File: config.mk
export PLATFORM = sky130hd
export DESIGN_NAME = klv_local_set_parser
export DESIGN_NICKNAME = d
export VERILOG_FILES = /design/src/rtl/core/klvls_pkg.sv /design/src/rtl/core/klvls_classify.sv /design/src/rtl/core/klvls_queue.sv /design/src/rtl/core/klvls_exec.sv /design/src/rtl/core/klv_local_set_parser.sv
export SDC_FILE = /design/constraint.sdc
export NUM_CORES = 1
export LEC_CHECK = 0
export BUFFER_PORTS_ARGS = -buffer_cell sky130_fd_sc_hd__buf_2
export CORE_ASPECT_RATIO = 1.1
export CORE_MARGIN = 2
export CORE_UTILIZATION = 30
export DETAILED_ROUTE_END_ITERATION = 8
export RECOVER_POWER = 100
export SLEW_MARGIN = 40
export SYNTH_ARGS = -nofsm -noshare
export SYNTH_HDL_FRONTEND = slang
export SYNTH_SLANG_ARGS = --single-unit
File: constraint.sdc
create_clock -name clk_i -period 9.88 [get_ports clk_i]
set_clock_uncertainty 0.15 [all_clocks]
set_input_delay 1.482 -clock clk_i [delete_from_list [all_inputs] [get_ports clk_i]]
set_output_delay 1.482 -clock clk_i [all_outputs]
set_load 0.005 [all_outputs]
File: src/rtl/core/klvls_pkg.sv
// Shared types, codes and constants of the KLV local set parser.
package klvls_pkg;

  localparam int unsigned LengthBitsDefault = 32;
  localparam int unsigned QueueDepthDefault = 4;
  localparam int unsigned TagShift          = 3;
  localparam int unsigned LenShift          = 5;
  localparam int unsigned BerMaxOctets      = 4;

  typedef enum logic [1:0] {
    TC_ONE  = 2'd0,
    TC_BER  = 2'd1,
    TC_TWO  = 2'd2,
    TC_FOUR = 2'd3
  } tag_coding_e;

  typedef enum logic [1:0] {
    LC_BER  = 2'd0,
    LC_ONE  = 2'd1,
    LC_TWO  = 2'd2,
    LC_FOUR = 2'd3
  } len_coding_e;

  typedef enum logic [1:0] {
    KIND_HEADER = 2'd0,
    KIND_VALUE  = 2'd1,
    KIND_ERROR  = 2'd2
  } kind_e;

  typedef enum logic [1:0] {
    ERR_TRUNC = 2'd0,
    ERR_INDEF = 2'd1,
    ERR_LONG  = 2'd2
  } err_e;

  // One classified input byte.
  typedef struct packed {
    logic [7:0]  data;
    logic        first;
    logic        last;
    tag_coding_e tag_coding;
    len_coding_e len_coding;
    logic        ber_short;
    logic        ber_indef;
    logic        ber_long;
    logic [2:0]  ber_count;
  } cls_t;

  // One result item.
  typedef struct packed {
    kind_e       kind;
    logic [31:0] tag;
    logic [31:0] length;
    logic [7:0]  value;
    logic        value_end;
    logic        set_end;
    err_e        error_code;
  } res_t;

  typedef struct packed {
    logic empty;
    logic full;
  } q_stat_t;

endpackage

File: src/rtl/core/klvls_classify.sv
// Byte classifier: decodes the designator and the BER class of each byte.
module klvls_classify
  import klvls_pkg::*;
(
  input  logic [7:0] data_byte_i,
  input  logic       set_first_i,
  input  logic       set_last_i,
  input  logic [7:0] designator_i,
  output cls_t       cls_o
);

  always_comb begin
    cls_o.data       = data_byte_i;
    cls_o.first      = set_first_i;
    cls_o.last       = set_last_i;
    cls_o.tag_coding = tag_coding_e'(designator_i[TagShift +: 2]);
    cls_o.len_coding = len_coding_e'(designator_i[LenShift +: 2]);
    cls_o.ber_short  = ~data_byte_i[7];
    cls_o.ber_indef  = (data_byte_i == 8'h80);
    cls_o.ber_long   = data_byte_i[7] && (data_byte_i[6:0] > 7'(BerMaxOctets));
    cls_o.ber_count  = data_byte_i[2:0];
  end

endmodule

File: src/rtl/core/klvls_queue.sv
// Short queue of classified bytes between the front and the parser.
module klvls_queue
  import klvls_pkg::*;
#(
  parameter int unsigned DEPTH = QueueDepthDefault
) (
  input  logic    clk_i,
  input  logic    rst_ni,
  input  logic    push_i,
  input  cls_t    wdata_i,
  input  logic    pop_i,
  output cls_t    head_o,
  output q_stat_t stat_o
);

  localparam int unsigned PtrW = (DEPTH > 1) ? $clog2(DEPTH) : 1;
  localparam int unsigned CntW = $clog2(DEPTH + 1);

  cls_t            mem_q [DEPTH];
  logic [PtrW-1:0] wr_ptr_q, wr_ptr_d;
  logic [PtrW-1:0] rd_ptr_q, rd_ptr_d;
  logic [CntW-1:0] count_q, count_d;

  always_comb begin
    wr_ptr_d = wr_ptr_q;
    rd_ptr_d = rd_ptr_q;
    count_d  = count_q;
    if (push_i) begin
      wr_ptr_d = (wr_ptr_q == PtrW'(DEPTH - 1)) ? '0 : wr_ptr_q + PtrW'(1);
    end
    if (pop_i) begin
      rd_ptr_d = (rd_ptr_q == PtrW'(DEPTH - 1)) ? '0 : rd_ptr_q + PtrW'(1);
    end
    if (push_i && !pop_i) begin
      count_d = count_q + CntW'(1);
    end else if (pop_i && !push_i) begin
      count_d = count_q - CntW'(1);
    end
  end

  always_ff @(posedge clk_i or negedge rst_ni) begin
    if (!rst_ni) begin
      wr_ptr_q <= '0;
      rd_ptr_q <= '0;
      count_q  <= '0;
    end else begin
      wr_ptr_q <= wr_ptr_d;
      rd_ptr_q <= rd_ptr_d;
      count_q  <= count_d;
    end
  end

  always_ff @(posedge clk_i) begin
    if (push_i) begin
      mem_q[wr_ptr_q] <= wdata_i;
    end
  end

  assign head_o       = mem_q[rd_ptr_q];
  assign stat_o.empty = (count_q == '0);
  assign stat_o.full  = (count_q == CntW'(DEPTH));

endmodule

File: src/rtl/core/klvls_exec.sv
// Parser: walks tag, length and value fields and registers the result item.
module klvls_exec
  import klvls_pkg::*;
#(
  parameter int unsigned LENGTH_BITS = LengthBitsDefault
) (
  input  logic clk_i,
  input  logic rst_ni,
  input  cls_t head_i,
  input  logic avail_i,
  output logic pop_o,
  input  logic out_ready_i,
  output logic out_valid_o,
  output res_t res_o
);

  typedef enum logic [3:0] {
    PH_IDLE  = 4'b0001,
    PH_TAG   = 4'b0010,
    PH_LEN   = 4'b0100,
    PH_VALUE = 4'b1000
  } phase_e;

  typedef enum logic [1:0] {
    FR_PEND  = 2'd0,
    FR_DONE  = 2'd1,
    FR_INDEF = 2'd2,
    FR_LONG  = 2'd3
  } feed_res_e;

  typedef struct packed {
    logic [31:0] acc;
    logic [2:0]  fleft;
    feed_res_e   res;
  } feed_t;

  localparam logic [31:0] LenMax =
    (LENGTH_BITS >= 32) ? 32'hFFFF_FFFF : 32'((64'd1 << LENGTH_BITS) - 64'd1);

  function automatic logic [2:0] tag_size(input tag_coding_e c);
    logic [2:0] s;
    unique case (c)
      TC_ONE:  s = 3'd1;
      TC_BER:  s = 3'd0;
      TC_TWO:  s = 3'd2;
      TC_FOUR: s = 3'd4;
      default: s = 3'd0;
    endcase
    return s;
  endfunction

  function automatic logic [2:0] len_size(input len_coding_e c);
    logic [2:0] s;
    unique case (c)
      LC_BER:  s = 3'd0;
      LC_ONE:  s = 3'd1;
      LC_TWO:  s = 3'd2;
      LC_FOUR: s = 3'd4;
      default: s = 3'd0;
    endcase
    return s;
  endfunction

  // One byte of a tag or length field.
  function automatic feed_t feed(input logic [31:0] acc, input logic [2:0] fleft,
                                 input logic ber, input cls_t c);
    feed_t f;
    f.acc   = acc;
    f.fleft = fleft;
    f.res   = FR_PEND;
    if (ber && fleft == 3'd0) begin
      if (c.ber_short) begin
        f.acc = {24'd0, c.data};
        f.res = FR_DONE;
      end else if (c.ber_indef) begin
        f.res = FR_INDEF;
      end else if (c.ber_long) begin
        f.res = FR_LONG;
      end else begin
        f.fleft = c.ber_count;
        f.acc   = '0;
      end
    end else begin
      f.acc = {acc[23:0], c.data};
      if (fleft != 3'd0) begin
        f.fleft = fleft - 3'd1;
      end
      f.res = (f.fleft == 3'd0) ? FR_DONE : FR_PEND;
    end
    return f;
  endfunction

  phase_e               phase_q, phase_d;
  tag_coding_e          tcod_q, tcod_d;
  len_coding_e          lcod_q, lcod_d;
  logic [2:0]           fleft_q, fleft_d;
  logic [31:0]          tacc_q, tacc_d;
  logic [31:0]          lacc_q, lacc_d;
  logic [LENGTH_BITS-1:0] vleft_q, vleft_d;
  logic                 out_valid_q, out_valid_d;
  res_t                 out_q, res;
  logic                 emit;
  logic                 pop;

  assign pop   = avail_i && (!out_valid_q || out_ready_i);
  assign pop_o = pop;

  always_comb begin
    feed_t fr;
    logic  tag_ph;
    logic  vend;
    phase_d = phase_q;
    tcod_d  = tcod_q;
    lcod_d  = lcod_q;
    fleft_d = fleft_q;
    tacc_d  = tacc_q;
    lacc_d  = lacc_q;
    vleft_d = vleft_q;
    emit    = 1'b0;
    res     = '0;
    fr      = '0;
    tag_ph  = 1'b0;
    vend    = 1'b0;
    if (pop) begin
      if (head_i.first) begin
        tcod_d  = head_i.tag_coding;
        lcod_d  = head_i.len_coding;
        tacc_d  = '0;
        lacc_d  = '0;
        vleft_d = '0;
        phase_d = PH_TAG;
        fleft_d = tag_size(head_i.tag_coding);
      end
      if (head_i.first || phase_q != PH_IDLE) begin
        if (phase_d == PH_VALUE) begin
          vleft_d    = vleft_d - LENGTH_BITS'(vleft_d != '0);
          vend       = (vleft_d == '0);
          emit       = 1'b1;
          res.tag    = tacc_d;
          res.length = lacc_d;
          if (head_i.last && !vend) begin
            res.kind    = KIND_ERROR;
            res.set_end = 1'b1;
            phase_d     = PH_IDLE;
          end else begin
            res.kind      = KIND_VALUE;
            res.value     = head_i.data;
            res.value_end = vend;
            res.set_end   = head_i.last;
            if (head_i.last) begin
              phase_d = PH_IDLE;
            end else if (vend) begin
              tacc_d  = '0;
              lacc_d  = '0;
              vleft_d = '0;
              phase_d = PH_TAG;
              fleft_d = tag_size(tcod_d);
            end
          end
        end else begin
          tag_ph = (phase_d == PH_TAG);
          fr = feed(tag_ph ? tacc_d : lacc_d, fleft_d,
                    tag_ph ? (tcod_d == TC_BER) : (lcod_d == LC_BER), head_i);
          if (tag_ph) begin
            tacc_d = fr.acc;
          end else begin
            lacc_d = fr.acc;
          end
          fleft_d = fr.fleft;
          if (fr.res == FR_INDEF || fr.res == FR_LONG) begin
            emit           = 1'b1;
            res.kind       = KIND_ERROR;
            res.tag        = tacc_d;
            res.length     = lacc_d;
            res.set_end    = head_i.last;
            res.error_code = (fr.res == FR_INDEF) ? ERR_INDEF : ERR_LONG;
            phase_d        = PH_IDLE;
          end else if (fr.res == FR_PEND || tag_ph) begin
            if (fr.res == FR_DONE) begin
              phase_d = PH_LEN;
              fleft_d = len_size(lcod_d);
            end
            if (head_i.last) begin
              emit        = 1'b1;
              res.kind    = KIND_ERROR;
              res.tag     = tacc_d;
              res.length  = lacc_d;
              res.set_end = 1'b1;
              phase_d     = PH_IDLE;
            end
          end else begin
            // Length complete: clamp; emit header or truncation error.
            if (lacc_d > LenMax) begin
              lacc_d = LenMax;
            end
            vleft_d    = LENGTH_BITS'(lacc_d);
            emit       = 1'b1;
            res.tag    = tacc_d;
            res.length = lacc_d;
            if (lacc_d == '0) begin
              res.kind      = KIND_HEADER;
              res.value_end = 1'b1;
              res.set_end   = head_i.last;
              if (head_i.last) begin
                phase_d = PH_IDLE;
              end else begin
                tacc_d  = '0;
                lacc_d  = '0;
                vleft_d = '0;
                phase_d = PH_TAG;
                fleft_d = tag_size(tcod_d);
              end
            end else if (head_i.last) begin
              res.kind    = KIND_ERROR;
              res.set_end = 1'b1;
              phase_d     = PH_IDLE;
            end else begin
              res.kind = KIND_HEADER;
              phase_d  = PH_VALUE;
            end
          end
        end
      end
    end
  end

  always_comb begin
    out_valid_d = out_valid_q;
    if (pop) begin
      out_valid_d = emit;
    end else if (out_ready_i) begin
      out_valid_d = 1'b0;
    end
  end

  always_ff @(posedge clk_i or negedge rst_ni) begin
    if (!rst_ni) begin
      phase_q     <= PH_IDLE;
      tcod_q      <= TC_ONE;
      lcod_q      <= LC_BER;
      fleft_q     <= '0;
      tacc_q      <= '0;
      lacc_q      <= '0;
      vleft_q     <= '0;
      out_valid_q <= 1'b0;
    end else begin
      phase_q     <= phase_d;
      tcod_q      <= tcod_d;
      lcod_q      <= lcod_d;
      fleft_q     <= fleft_d;
      tacc_q      <= tacc_d;
      lacc_q      <= lacc_d;
      vleft_q     <= vleft_d;
      out_valid_q <= out_valid_d;
    end
  end

  always_ff @(posedge clk_i) begin
    if (pop && emit) begin
      out_q <= res;
    end
  end

  assign out_valid_o = out_valid_q;
  assign res_o       = out_q;

endmodule

File: src/rtl/core/klv_local_set_parser.sv
// KLV local set parser top level: byte classifier, queue and field parser.
//
// Takes the value bytes of one local set, one byte per item, and splits them
// into tag / length / value items. The designator byte sampled with
// set_first_i picks the tag coding (bits 4:3: one byte, BER, two bytes, four
// bytes) and the length coding (bits 6:5: BER, one, two or four bytes); all
// multi-byte fields are big-endian. Each item gives a header result (kind 0)
// carrying tag and length, then one result per value byte (kind 1), the last
// one flagged by value_end_o; a header of length zero carries value_end_o
// itself. Tag bytes and non-final length bytes give no result. A set that
// ends inside a field or value gives an error result (kind 2, code 0) with
// set_end_o high; a BER indefinite form (code 1) or a BER count above four
// (code 2) gives an error, and bytes are then dropped until the next
// set_first_i. Bytes outside a set are dropped; a new set_first_i abandons
// an open set silently. Decoded lengths above the largest LENGTH_BITS-bit
// value are clamped to it. The block sustains one byte per clock: the
// parser retires one queued byte per cycle whenever its output register is
// free or being emptied. A result is registered: its byte is written into
// the queue when accepted, then parsed into the output register once it
// reaches the head of the queue and the parser may retire it. The queue
// of QUEUE_DEPTH items absorbs stalls on the result side; in_ready_o drops
// only while it is full. No clearing pass after reset.
module klv_local_set_parser
  import klvls_pkg::*;
#(
  parameter int unsigned LENGTH_BITS = LengthBitsDefault,
  parameter int unsigned QUEUE_DEPTH = QueueDepthDefault
) (
  input  logic        clk_i,
  input  logic        rst_ni,
  // input channel
  input  logic        in_valid_i,
  output logic        in_ready_o,
  input  logic [7:0]  data_byte_i,
  input  logic        set_first_i,
  input  logic        set_last_i,
  input  logic [7:0]  designator_i,
  // result channel
  output logic        out_valid_o,
  input  logic        out_ready_i,
  output logic [1:0]  kind_o,
  output logic [31:0] item_tag_o,
  output logic [31:0] item_length_o,
  output logic [7:0]  value_out_o,
  output logic        value_end_o,
  output logic        set_end_o,
  output logic [1:0]  error_code_o
);

  cls_t    cls;
  cls_t    head;
  q_stat_t q_stat;
  logic    push;
  logic    pop;
  res_t    res;

  // Front: classify each byte as it arrives.
  klvls_classify u_classify (
    .data_byte_i  (data_byte_i),
    .set_first_i  (set_first_i),
    .set_last_i   (set_last_i),
    .designator_i (designator_i),
    .cls_o        (cls)
  );

  // Accept whenever the queue has room, independent of the result side.
  assign in_ready_o = ~q_stat.full;
  assign push       = in_valid_i & in_ready_o;

  klvls_queue #(
    .DEPTH (QUEUE_DEPTH)
  ) u_queue (
    .clk_i   (clk_i),
    .rst_ni  (rst_ni),
    .push_i  (push),
    .wdata_i (cls),
    .pop_i   (pop),
    .head_o  (head),
    .stat_o  (q_stat)
  );

  // Back: walk the fields and hold the result until it is taken.
  klvls_exec #(
    .LENGTH_BITS (LENGTH_BITS)
  ) u_exec (
    .clk_i       (clk_i),
    .rst_ni      (rst_ni),
    .head_i      (head),
    .avail_i     (~q_stat.empty),
    .pop_o       (pop),
    .out_ready_i (out_ready_i),
    .out_valid_o (out_valid_o),
    .res_o       (res)
  );

  assign kind_o        = res.kind;
  assign item_tag_o    = res.tag;
  assign item_length_o = res.length;
  assign value_out_o   = res.value;
  assign value_end_o   = res.value_end;
  assign set_end_o     = res.set_end;
  assign error_code_o  = res.error_code;

`ifndef SYNTHESIS
  // Error codes other than truncation only travel with error items.
  a_code_only_on_error: assert property (@(posedge clk_i) disable iff (!rst_ni)
    out_valid_o && (kind_o != KIND_ERROR) |-> (error_code_o == ERR_TRUNC))
    else $error("error code set on a non-error item");

  // Value byte is zero unless the item carries a value byte.
  a_value_only_on_value: assert property (@(posedge clk_i) disable iff (!rst_ni)
    out_valid_o && (kind_o != KIND_VALUE) |-> (value_out_o == 8'd0))
    else $error("value byte set on a non-value item");

  // A header may close the set only when its value is empty.
  a_header_close_empty: assert property (@(posedge clk_i) disable iff (!rst_ni)
    out_valid_o && (kind_o == KIND_HEADER) && set_end_o |-> value_end_o)
    else $error("set closed on a header with a pending value");

  // Error items never mark the end of a value.
  a_error_no_value_end: assert property (@(posedge clk_i) disable iff (!rst_ni)
    out_valid_o && (kind_o == KIND_ERROR) |-> !value_end_o)
    else $error("value end flagged on an error item");
`endif

endmodule

### Word level (Yosys, flattened, before mapping)

Memory sizes are Yosys's and may differ from the RTL's.
Cells that the tools add are included.

* register bits: 193
* bits in latches: 0
* bits in writable memories: 80
* bits in read-only memories: 0
* output and inout bits: 80
* memories kept: 1

* add/sub/neg operators: 6
* multipliers: 0
* divide/modulo/power cells: 0
* $lt $le $gt $ge: 2
* equal/unequal tests: 19
* shift-type cells: 0
* multiplexer cells: 123
* bitwise logic cells: 8
* reduce and logical (&&, ||, !) cells: 31

Memories
* u_queue.mem_q: depth 4, width 20, rd ports 1, clocked after memory_dff 0, write ports 1, RTL line klvls_queue.sv:19 `cls_t mem_q [DEPTH];`

Operators by type and width (count)
* $mux 32: 42
* $mux 66: 4
* $mux 37: 4
* $mux 35: 2
* $logic_not 32->1: 2
* $mux 3: 20
* $mux 4: 13
* $pmux 3 s4: 3
* $gt 32x32->1 const B: 1
* $reduce_bool 32->1: 1
* $sub 32x1->32: 1
* $mux 2: 15
* $eq 2x2->1 const B: 10
* $mux 1: 20
* $logic_not 3->1: 3
* $eq 2x1->1 const B: 4
* $eq 8x8->1 const B: 1
* $logic_not 2->1: 4
* $reduce_or 4->1: 2
* $gt 7x3->1 const B: 1
* $logic_and 1x1->1: 7
* $not 1->1: 7
* $sub 3x1->3 const B: 2
* $add 2x1->2 const B: 2
* other kinds (11): 18

### Longest topological paths before layout

Gate-level depths: netlist of run 1.

* depth in word-level cells: 34
* depth in mapped cells: 24

### Cells and area by module

A second synthesis of run 1 with hierarchy kept.

* cells, all modules: 1395
* area total of the unflattened synthesis: 14834.2 um2

By module, submodules not included
* klvls_exec: times used 1, cells each 1228, area each 11348.4 um2, sequential area each 5046.1 um2
* klvls_queue: times used 1, cells each 141, area each 3304.4 um2, sequential area each 2577.5 um2
* klvls_classify: times used 1, cells each 23, area each 167.7 um2, sequential area each 0.0 um2
* klv_local_set_parser: times used 1, cells each 3, area each 13.8 um2, sequential area each 0.0 um2

### Worst setup path before layout of run 1

OpenSTA, ideal clock, no wires.

* kind: flip-flop to flip-flop
* from: reg u_queue.rd_ptr_q[1]
* to: reg u_exec.out_q (netlist bit u_exec.res_o[0]) (enable)
* arrival time: 7128 ps
* setup slack: 2087 ps
* stages on the path, launching flop included: 19
* period minus slack after synthesis: 7793 ps
* cell sequence: dfrtp_1 > buf_2 > mux2i_1 > mux2_2 > buf_2 > clkbuf_1 > clkbuf_1 > nor3b_1 > a21oi_1 > ha_1 > ha_1 > nor3b_2 > mux2_2 > a2bb2oi_1 > o311ai_2 > o21ai_1 > o211ai_1 > nor2_1 > nor2_1

* word-level cells in the longest chain between the ends: 25

Ends and longest elaborated chain
* start, declared: RTL line klvls_queue.sv:21 `logic [PtrW-1:0] rd_ptr_q, rd_ptr_d;`
* start signal, assigned: RTL line klvls_queue.sv:48 `rd_ptr_q <= rd_ptr_d;`
* $mem_v2 4x20 (*)
* $eq 2x2->1 (tied with other cells): RTL line klvls_exec.sv:42 `unique case (c)`
* $pmux 3 s4: RTL line klvls_exec.sv:42
* $mux 3: RTL line klvls_exec.sv:125 `if (head_i.first) begin`
* $mux 3: RTL line klvls_exec.sv:124 `if (pop) begin`
* $sub 3x1->3 / $reduce_bool 3->1 (equally long branches): RTL line klvls_exec.sv:86, klvls_exec.sv:85
* $mux 3: RTL line klvls_exec.sv:85 `if (fleft != 3'd0) begin`
* $mux 3: RTL line klvls_exec.sv:71 `if (ber && fleft == 3'd0) begin`
* (+9 left out)
* $logic_not 2->1: RTL line klvls_exec.sv:178 `end else if (fr.res == FR_PEND || tag_ph) begin`
* $logic_or 1x1->1: RTL line klvls_exec.sv:178
* $mux 1: RTL line klvls_exec.sv:178
* $mux 1: RTL line klvls_exec.sv:170 `if (fr.res == FR_INDEF || fr.res == FR_LONG) begin`
* $mux 1: RTL line klvls_exec.sv:135 `if (phase_d == PH_VALUE) begin`
* $mux 1 (*): RTL line klvls_exec.sv:134 `if (head_i.first || phase_q != PH_IDLE) begin`
* $mux 1 (*): RTL line klvls_exec.sv:124
* $logic_and 1x1->1 (*): RTL line klvls_exec.sv:259 `if (pop && emit) begin`
* end signal, assigned: RTL line klvls_exec.sv:260 `out_q <= res;`
* end, declared: RTL line klvls_exec.sv:101 `res_t out_q, res;`

Mark *: on every way between the ends. The rest lies on a longest branch, timed or not. The select of a mux whose other input is x is not followed.
A chain may end at the register's enable or synchronous reset.

### Final worst setup path of run 1

* from: reg u_queue.rd_ptr_q[0]
* to: reg u_exec.out_q (netlist bit u_exec.res_o[8]), data pin

* word-level cells in the longest chain between the ends: 9

Ends and longest elaborated chain
* $mem_v2 4x20 (*)
* $mux 32: RTL line klvls_exec.sv:125
* $mux 32: RTL line klvls_exec.sv:124
* $reduce_bool 32->1: RTL line klvls_exec.sv:136 `vleft_d = vleft_d - LENGTH_BITS'(vleft_d != '0);`
* $sub 32x1->32: RTL line klvls_exec.sv:136
* $logic_not 32->1: RTL line klvls_exec.sv:137 `vend = (vleft_d == '0);`
* $logic_not 1->1: RTL line klvls_exec.sv:141 `if (head_i.last && !vend) begin`
* $logic_and 1x1->1: RTL line klvls_exec.sv:141
* $reduce_or 4->1 (no line)

Marks and branches as above.

==> run metrics, run 1 <==
top cells by area, synth edfxtp_1 29%, dfrtp_1 19%, nand2_1 4.7%; post-cts sizing count 0; Synth Instances 1,562; 1st-iter DRT viols ~1,500; CTS tree built; vias in the first global route 12,630; grt ovf 0; Top FF cell, synth edfxtp_1; DRT antenna net count 0; ant diodes 0; Clk pin slew, worst setup/hold paths 0.06 ns; chip height 238.2 um; most common cell after layout, fill and taps aside nand2_1; WHS 0.3498 ns; placed inst area between 15,000 and 20,000 um2; cts hold-fix bufs 0; Die Wd 216.9 um; slowest CP cell a21boi_0; maximum clock rate 126.2 MHz; Netlist cell types 99; post-CTS setup buffers 0; Crit path top cell by count ha_1; Worst Setup End Kind register; drt total wl 53,060 um; GRT Total Usage 20.33%; port bufs 97; commonest non-fill, non-tap cells in the layout 186 x nand2_1, 181 x nor2_1, 146 x edfxtp_1; Seq cells post-synth 261; drt wl/cell 23.33 um; die area 51,660 um2; Post-layout nets 1,633; Layout Cell Area excl Fill between 15,000 and 20,000 um2; Post-synth EDFFs 146; Slew HR -168.6%; Top-Level Pins 102; initial antenna violation count 2; CTS H-tree lvls 1; Max Root-Sink Buffers 3; share of post-route cells with drive strength above 1 10.60%; root buf cell clkbuf_16; gpl congestion around 0.94; status finished with violations; Syn-to-layout area delta 12.83%; Final Hold Viols 0; kind of start point of the critical path register; initial core utilization 30.44%; drt pass-1 iters 6; crit path DAT 8.22 ns; RSZ-0062 raised after global routing false; failing checks capacitance limit, slew limit; Mapped Nets roughly 1,600; Tmin final roughly 8 ns; register area share after synthesis between 40% and 50%; critical path peak fanout 27; cts bufs inserted 29; WS Path Type register to register; Final setup viols 0; top-area cell type share of the netlist area 29.31%; Async S/R FF share, synth 44.06%; critical-path cell list buf_4, mux2_1, nand2_1, ha_1, ha_1, clkbuf_1, inv_1, or2_0, a2111oi_0, a2bb2oi_1, and3_1, nand4_1, or4_1, a21boi_0, and2_1; Pins Over Slew Limit around 230; setup TNS 0 ns; clock sink count 261; core box area 49,130 um2; largest net degree at the start of global routing 76; crit share post-route roughly 80%; Critical path buffers and inverters 3; DP HPWL around 37,000 um; DR DRC count 0; Worst-Skew Late Latency 0.58 ns; min-delay worst type register to register; routed vias 13,350; row count 85; Mean Syn Cell Area 9.575 um2; Ys Warns 0; CP max stage delay roughly 0.87 ns; Via density 5.871; filler instances about 5,000; required time of the critical path a little over 10 ns; Cell Area, Synth 14,960 um2; worst-margin pin slew 4.029 ns; leading area contributor after synthesis edfxtp_1; Maximum Capacitance Violations 4; delay-heaviest family, CP simple AND/OR/NAND/NOR gates; first-pass GRT wire length 81,130 um
## registers in the layout (all words and copies together), names as in the netlist, 3 cells and up
signal	cells
u_queue.mem_q	68
u_exec.vleft_q	32
u_exec.tacc_q	32
u_exec.res_o	78
u_exec.lacc_q	32
u_exec.fleft_q	3
u_exec.phase_q	4
u_queue.count_q	3
## cell type report
cell class / count / area, um2 / share of cell area [%]
clock inverters: 17 / 217.7 / 1.290
repair buffers: 125 / 640.6 / 3.796
flip-flops and latches: 261 / 7263 / 43.04
multi-input cells: 1153 / 7053 / 41.80
clock buffers: 37 / 775.7 / 4.597
well taps: 652 / 815.8 / 4.834
inverters: 29 / 108.9 / 0.6451
## logic make-up after synthesis
kind of cell | count (synthesis) | share of synthesized area [%]
and+or+nand+nor | 593 | 19.05
buffers and inverters | 148 | 4.141
adders and majority gates | 12 | 1.054
DFF | 261 | 48.57
xor gates and xnor gates | 6 | 0.3514
muxes | 39 | 4.083
AOI/OAI and AO/OA | 503 | 22.76
## through the flow
| stage | util, % | setup WS, ns | std cells |
|---|---|---|---|
| floorplan | - | 2.087 | 1562 |
| global placement | 32.56 | 3.205 | 2219 |
| detailed placement | 32.65 | 3.569 | 2220 |
| CTS | 34.68 | 3.546 | 2274 |
| global route | 34.34 | 1.528 | 2274 |
| finish | 34.34 | 1.958 | 2274 |
## Yosys cell counts (15+ instances only)
library cell  instances
dfrtp_1             114
nand3_1              56
a22oi_1              50
nand2_1             186
nor3_1               38
mux4_2               17
and2_1               18
and3_1               17
nor2_1              182
inv_1                28
nor4_1               15
a21oi_1             138
mux2i_1              16
buf_2                18
o21ai_0              96
buf_1                16
clkbuf_1             79
edfxtp_1            146
a22o_1               41
a32oi_1              19
a31oi_1              23
## path summary, 6_finish.rpt
check | start | end | slack (ns) | cells after the start
worst min-delay path | u_queue.count_q[2] | u_queue.count_q[2] | 0.35 | 1
min in group asynchronous | rst_ni | u_exec.tacc_q[14] | 2.15 | 1
max in group asynchronous | rst_ni | u_exec.vleft_q[16] | 3.41 | 2
worst max register to register | u_queue.rd_ptr_q[0] | u_exec.res_o[8] | 1.96 | 15
worst max-delay path | u_queue.rd_ptr_q[0] | u_exec.res_o[8] | 1.96 | 15
worst min register to register | u_queue.count_q[2] | u_queue.count_q[2] | 0.35 | 1
## per-layer routing
metal  part of all wire, %  wire length, um  vias up  GRT usage, %
li1                      -                -     5990             -
met1                    42            22250     6592         27.23
met2                    45            23890      615         31.38
met3                   7.2             3846      150         3.416
met4                   5.7             3037        4         11.00
met5                 0.049               26        -             0
## worst register-to-register path: cells and delay by family (launching register included)
family,cells,cell delay (ns)
multiplexers,1,0.81
AND/OR/NAND/NOR,6,2.33
buffers and inverters,3,1.55
AO/OA/AOI/OAI,3,1.61
flip-flops,1,0.36
adder cells (fa/ha/maj),2,0.98
Power of run 1 is left out: the tool's default activity adds up to more than one toggle a clock period on the data nets, which glitch-free logic cannot reach.
==> run 2: changes to the inputs <==
--- a/config.mk
+++ b/config.mk
@@ -5,6 +5,7 @@
 export SDC_FILE = /design/constraint.sdc
 export NUM_CORES = 1
 export LEC_CHECK = 0
+export ABC_AREA = 1
 export BUFFER_PORTS_ARGS = -buffer_cell sky130_fd_sc_hd__buf_2
 export CORE_ASPECT_RATIO = 1.1
 export CORE_MARGIN = 2
==> constraint.sdc (replaced) <==
create_clock -name clk_i -period 8.25 [get_ports clk_i]
set_clock_uncertainty 0.15 [all_clocks]
set_input_delay 1.2375 -clock clk_i [delete_from_list [all_inputs] [get_ports clk_i]]
set_output_delay 1.2375 -clock clk_i [all_outputs]
set_load 0.005 [all_outputs]
==> run metrics, run 2 <==
share of post-route cells with drive strength above 1 6.126% (was 10.60%); Clk pin slew, worst setup/hold paths 0.06 ns (about the same); maximum clock rate 140.6 MHz (was 126.2 MHz); Pins Over Slew Limit 150 (was 231); crit path DAT 7.26 ns (was 8.22 ns); CTS H-tree lvls 1 (unchanged); Worst-Skew Late Latency 0.60 ns (was 0.58 ns); cts hold-fix bufs 0 (unchanged); CTS tree built (unchanged); grt ovf 0 (unchanged); top cells by area, synth edfxtp_1 27%, dfrtp_1 18%, nand2_1 13% (was edfxtp_1 29%, dfrtp_1 19%, nand2_1 4.7%); max FFs per register 78 (unchanged); drt total wl 51,530 um (was 53,060 um); initial core utilization 30.33% (was 30.44%); gpl congestion 0.9206 (was 0.9421); largest net degree at the start of global routing 218 (was 76); drt pass-1 iters 5 (was 6); Slew HR -48.66% (was -168.6%); most common cell after layout, fill and taps aside nand2_1 (unchanged); Top FF cell, synth edfxtp_1 (unchanged); Post-synth EDFFs 146 (unchanged); FF+latch area 7263 um2 (unchanged); Worst Setup End Kind register (unchanged); min-delay worst type register to register (unchanged); Seq cells post-synth 261 (unchanged); RSZ-0062 raised after global routing false (unchanged); Crit path top cell by count nand2_1 (was ha_1); Commonest cells post-synth 583 x nand2_1, 243 x inv_1, 239 x nor2_1, 187 x nand3_1, 169 x o21ai_0 (was 186 x nand2_1, 182 x nor2_1, 146 x edfxtp_1, 138 x a21oi_1, 114 x dfrtp_1); Max Root-Sink Buffers 3 (unchanged); Post-layout nets 2,280 (was 1,633); status finished with violations (unchanged); Tmin final 7.112 ns (was 7.922 ns); routed vias 15,120 (was 13,350); 1st-iter DRT viols 1,333 (was 1,496); post-cts sizing count 0 (unchanged); delay-heaviest family, CP buffers and inverters (was simple AND/OR/NAND/NOR gates); kind of start point of the critical path register (unchanged); Critical path buffers and inverters 8 (was 3); filler instances 5,827 (was 5,069); Mean Syn Cell Area 7.314 um2 (was 9.575 um2); failing checks capacitance limit, slew limit (unchanged); top-area cell type share of the netlist area 26.93% (was 29.31%); vias in the first global route 14,330 (was 12,630); register area share after synthesis 44.61% (was 48.57%); leading area contributor after synthesis edfxtp_1 (unchanged); Syn-to-layout area delta 11.83% (was 12.83%); Netlist cell types 43 (was 99); Die Wd 226.1 um (was 216.9 um); crit share post-route 86.21% (was 80.18%); chip height 248.3 um (was 238.2 um); Layout Cell Area excl Fill 18,210 um2 (was 16,870 um2); Maximum Capacitance Violations 6 (was 4); cts bufs inserted 30 (was 29); root buf cell clkbuf_16 (unchanged); required time of the critical path 8.40 ns (was 10.18 ns); DR DRC count 0 (unchanged); initial antenna violation count 1 (was 2); placed inst area 17,390 um2 (was 16,040 um2); Final Hold Viols 0 (unchanged); clock sink count 261 (unchanged); Cell Area, Synth 16,280 um2 (was 14,960 um2); Mapped Nets 2,260 (was 1,596); drt wl/cell 17.19 um (was 23.33 um); worst-margin pin slew 2.230 ns (was 4.029 ns); DRT antenna net count 0 (unchanged); port bufs 97 (unchanged); GRT Total Usage 18.21% (was 20.33%); post-CTS setup buffers 0 (unchanged); row count 89 (was 85); Final setup viols 0 (unchanged); Via density 5.044 (was 5.871); Multi-input gate area 7377 um2 (was 7053 um2); critical path peak fanout 53 (was 27); Synth Instances 2,226 (was 1,562); WS Path Type register to register (unchanged); commonest non-fill, non-tap cells in the layout 586 x nand2_1, 244 x inv_1, 239 x nor2_1 (was 186 x nand2_1, 181 x nor2_1, 146 x edfxtp_1); Top-Level Pins 102 (unchanged); die area 56,150 um2 (was 51,660 um2); setup TNS 0 ns (unchanged); Async S/R FF share, synth 44.06% (unchanged); CP max stage delay 0.78 ns (was 0.87 ns); core box area 53,670 um2 (was 49,130 um2); DP HPWL 34,060 um (was 37,030 um); slowest CP cell dfrtp_1 (was a21boi_0); critical-path cell list clkbuf_1, inv_1, buf_4, nand2_1, nand3_2, nand2_1, buf_4, o21ai_2, nand2_4, clkinv_2, nand2_1, nand3_1, a31o_2, nand2_1, nand2_1, nand2_1, buf_4, nand2_1, clkbuf_1, nand2_1, a21oi_1, clkbuf_1 (was buf_4, mux2_1, nand2_1, ha_1, ha_1, clkbuf_1, inv_1, or2_0, a2111oi_0, a2bb2oi_1, and3_1, nand4_1, or4_1, a21boi_0, and2_1); Ys Warns 0 (unchanged); first-pass GRT wire length 80,540 um (was 81,130 um); most frequent cell after synthesis nand2_1 (unchanged)
==> run 2: cells by family (layout without fill, tap and decap cells) <==
group | count (synthesis) | count (layout) | synth area share, %
and+or+nand+nor | 1092 | 1092 | 28.11
DFF | 261 | 261 | 44.61
xor gates and xnor gates | 27 | 27 | 1.453
other | 0 | 1 | 0
adders and majority gates | 12 | 12 | 0.9683
AOI/OAI and AO/OA | 436 | 436 | 14.68
buffers and inverters | 398 | 441 | 10.18
==> run 2: path summary, 6_finish.rpt <==
check	from	endpoint	slack [ns]	cells past startpoint
setup / recovery	u_queue.rd_ptr_q[0]	u_exec.res_o[16]	1.14	22
hold / removal	u_exec.fleft_q[1]	u_exec.fleft_q[1]	0.33	2
setup reg to reg	u_queue.rd_ptr_q[0]	u_exec.res_o[16]	1.14	22
hold reg to reg	u_exec.fleft_q[1]	u_exec.fleft_q[1]	0.33	2
max in group asynchronous	rst_ni	u_exec.tacc_q[18]	4.32	3
min in group asynchronous	rst_ni	u_exec.lcod_q[0]	0.67	1
==> run 2: per-layer routing <==
metal | wire length, um | GRT usage [%] | vias up
met1 | 22430 | 24.09 | 7120
met4 | 2032 | 7.334 | 2
met2 | 23620 | 29.46 | 513
li1 | - | - | 7391
met3 | 3431 | 3.314 | 97
met5 | 13 | 0 | -
==> run 2: final cells by class <==
type	count	share of cell area (%)
Tap cell	728	5.003
Sequential cell	261	39.89
Multi-Input combinational cell	1567	40.52
Clock inverter	18	1.017
Clock buffer	37	4.323
Inverter	254	5.264
Antenna cell	1	0.01374
Timing Repair Buffer	132	3.965
==> run 2: per-stage QoR <==
stage | worst slack [ns] | hold WS [ns] | util, % | std cells
floorplan | 1.139 | 0.2988 | - | 2226
global placement | 1.725 | 0.3163 | 32.30 | 2939
detailed placement | 1.889 | 0.3179 | 32.41 | 2940
CTS | 1.857 | 0.3323 | 34.22 | 2995
global route | 0.6620 | 0.3552 | 33.92 | 2997
finish | 1.138 | 0.3293 | 33.92 | 2998
==> run 2: tightest hold or removal path, cell delays in order (launching register included) <==
cell and delay [ns]:
dfrtp_1 0.34, nand2_1 0.05, nand2_1 0.06
Power of run 2 is left out for the same reason.
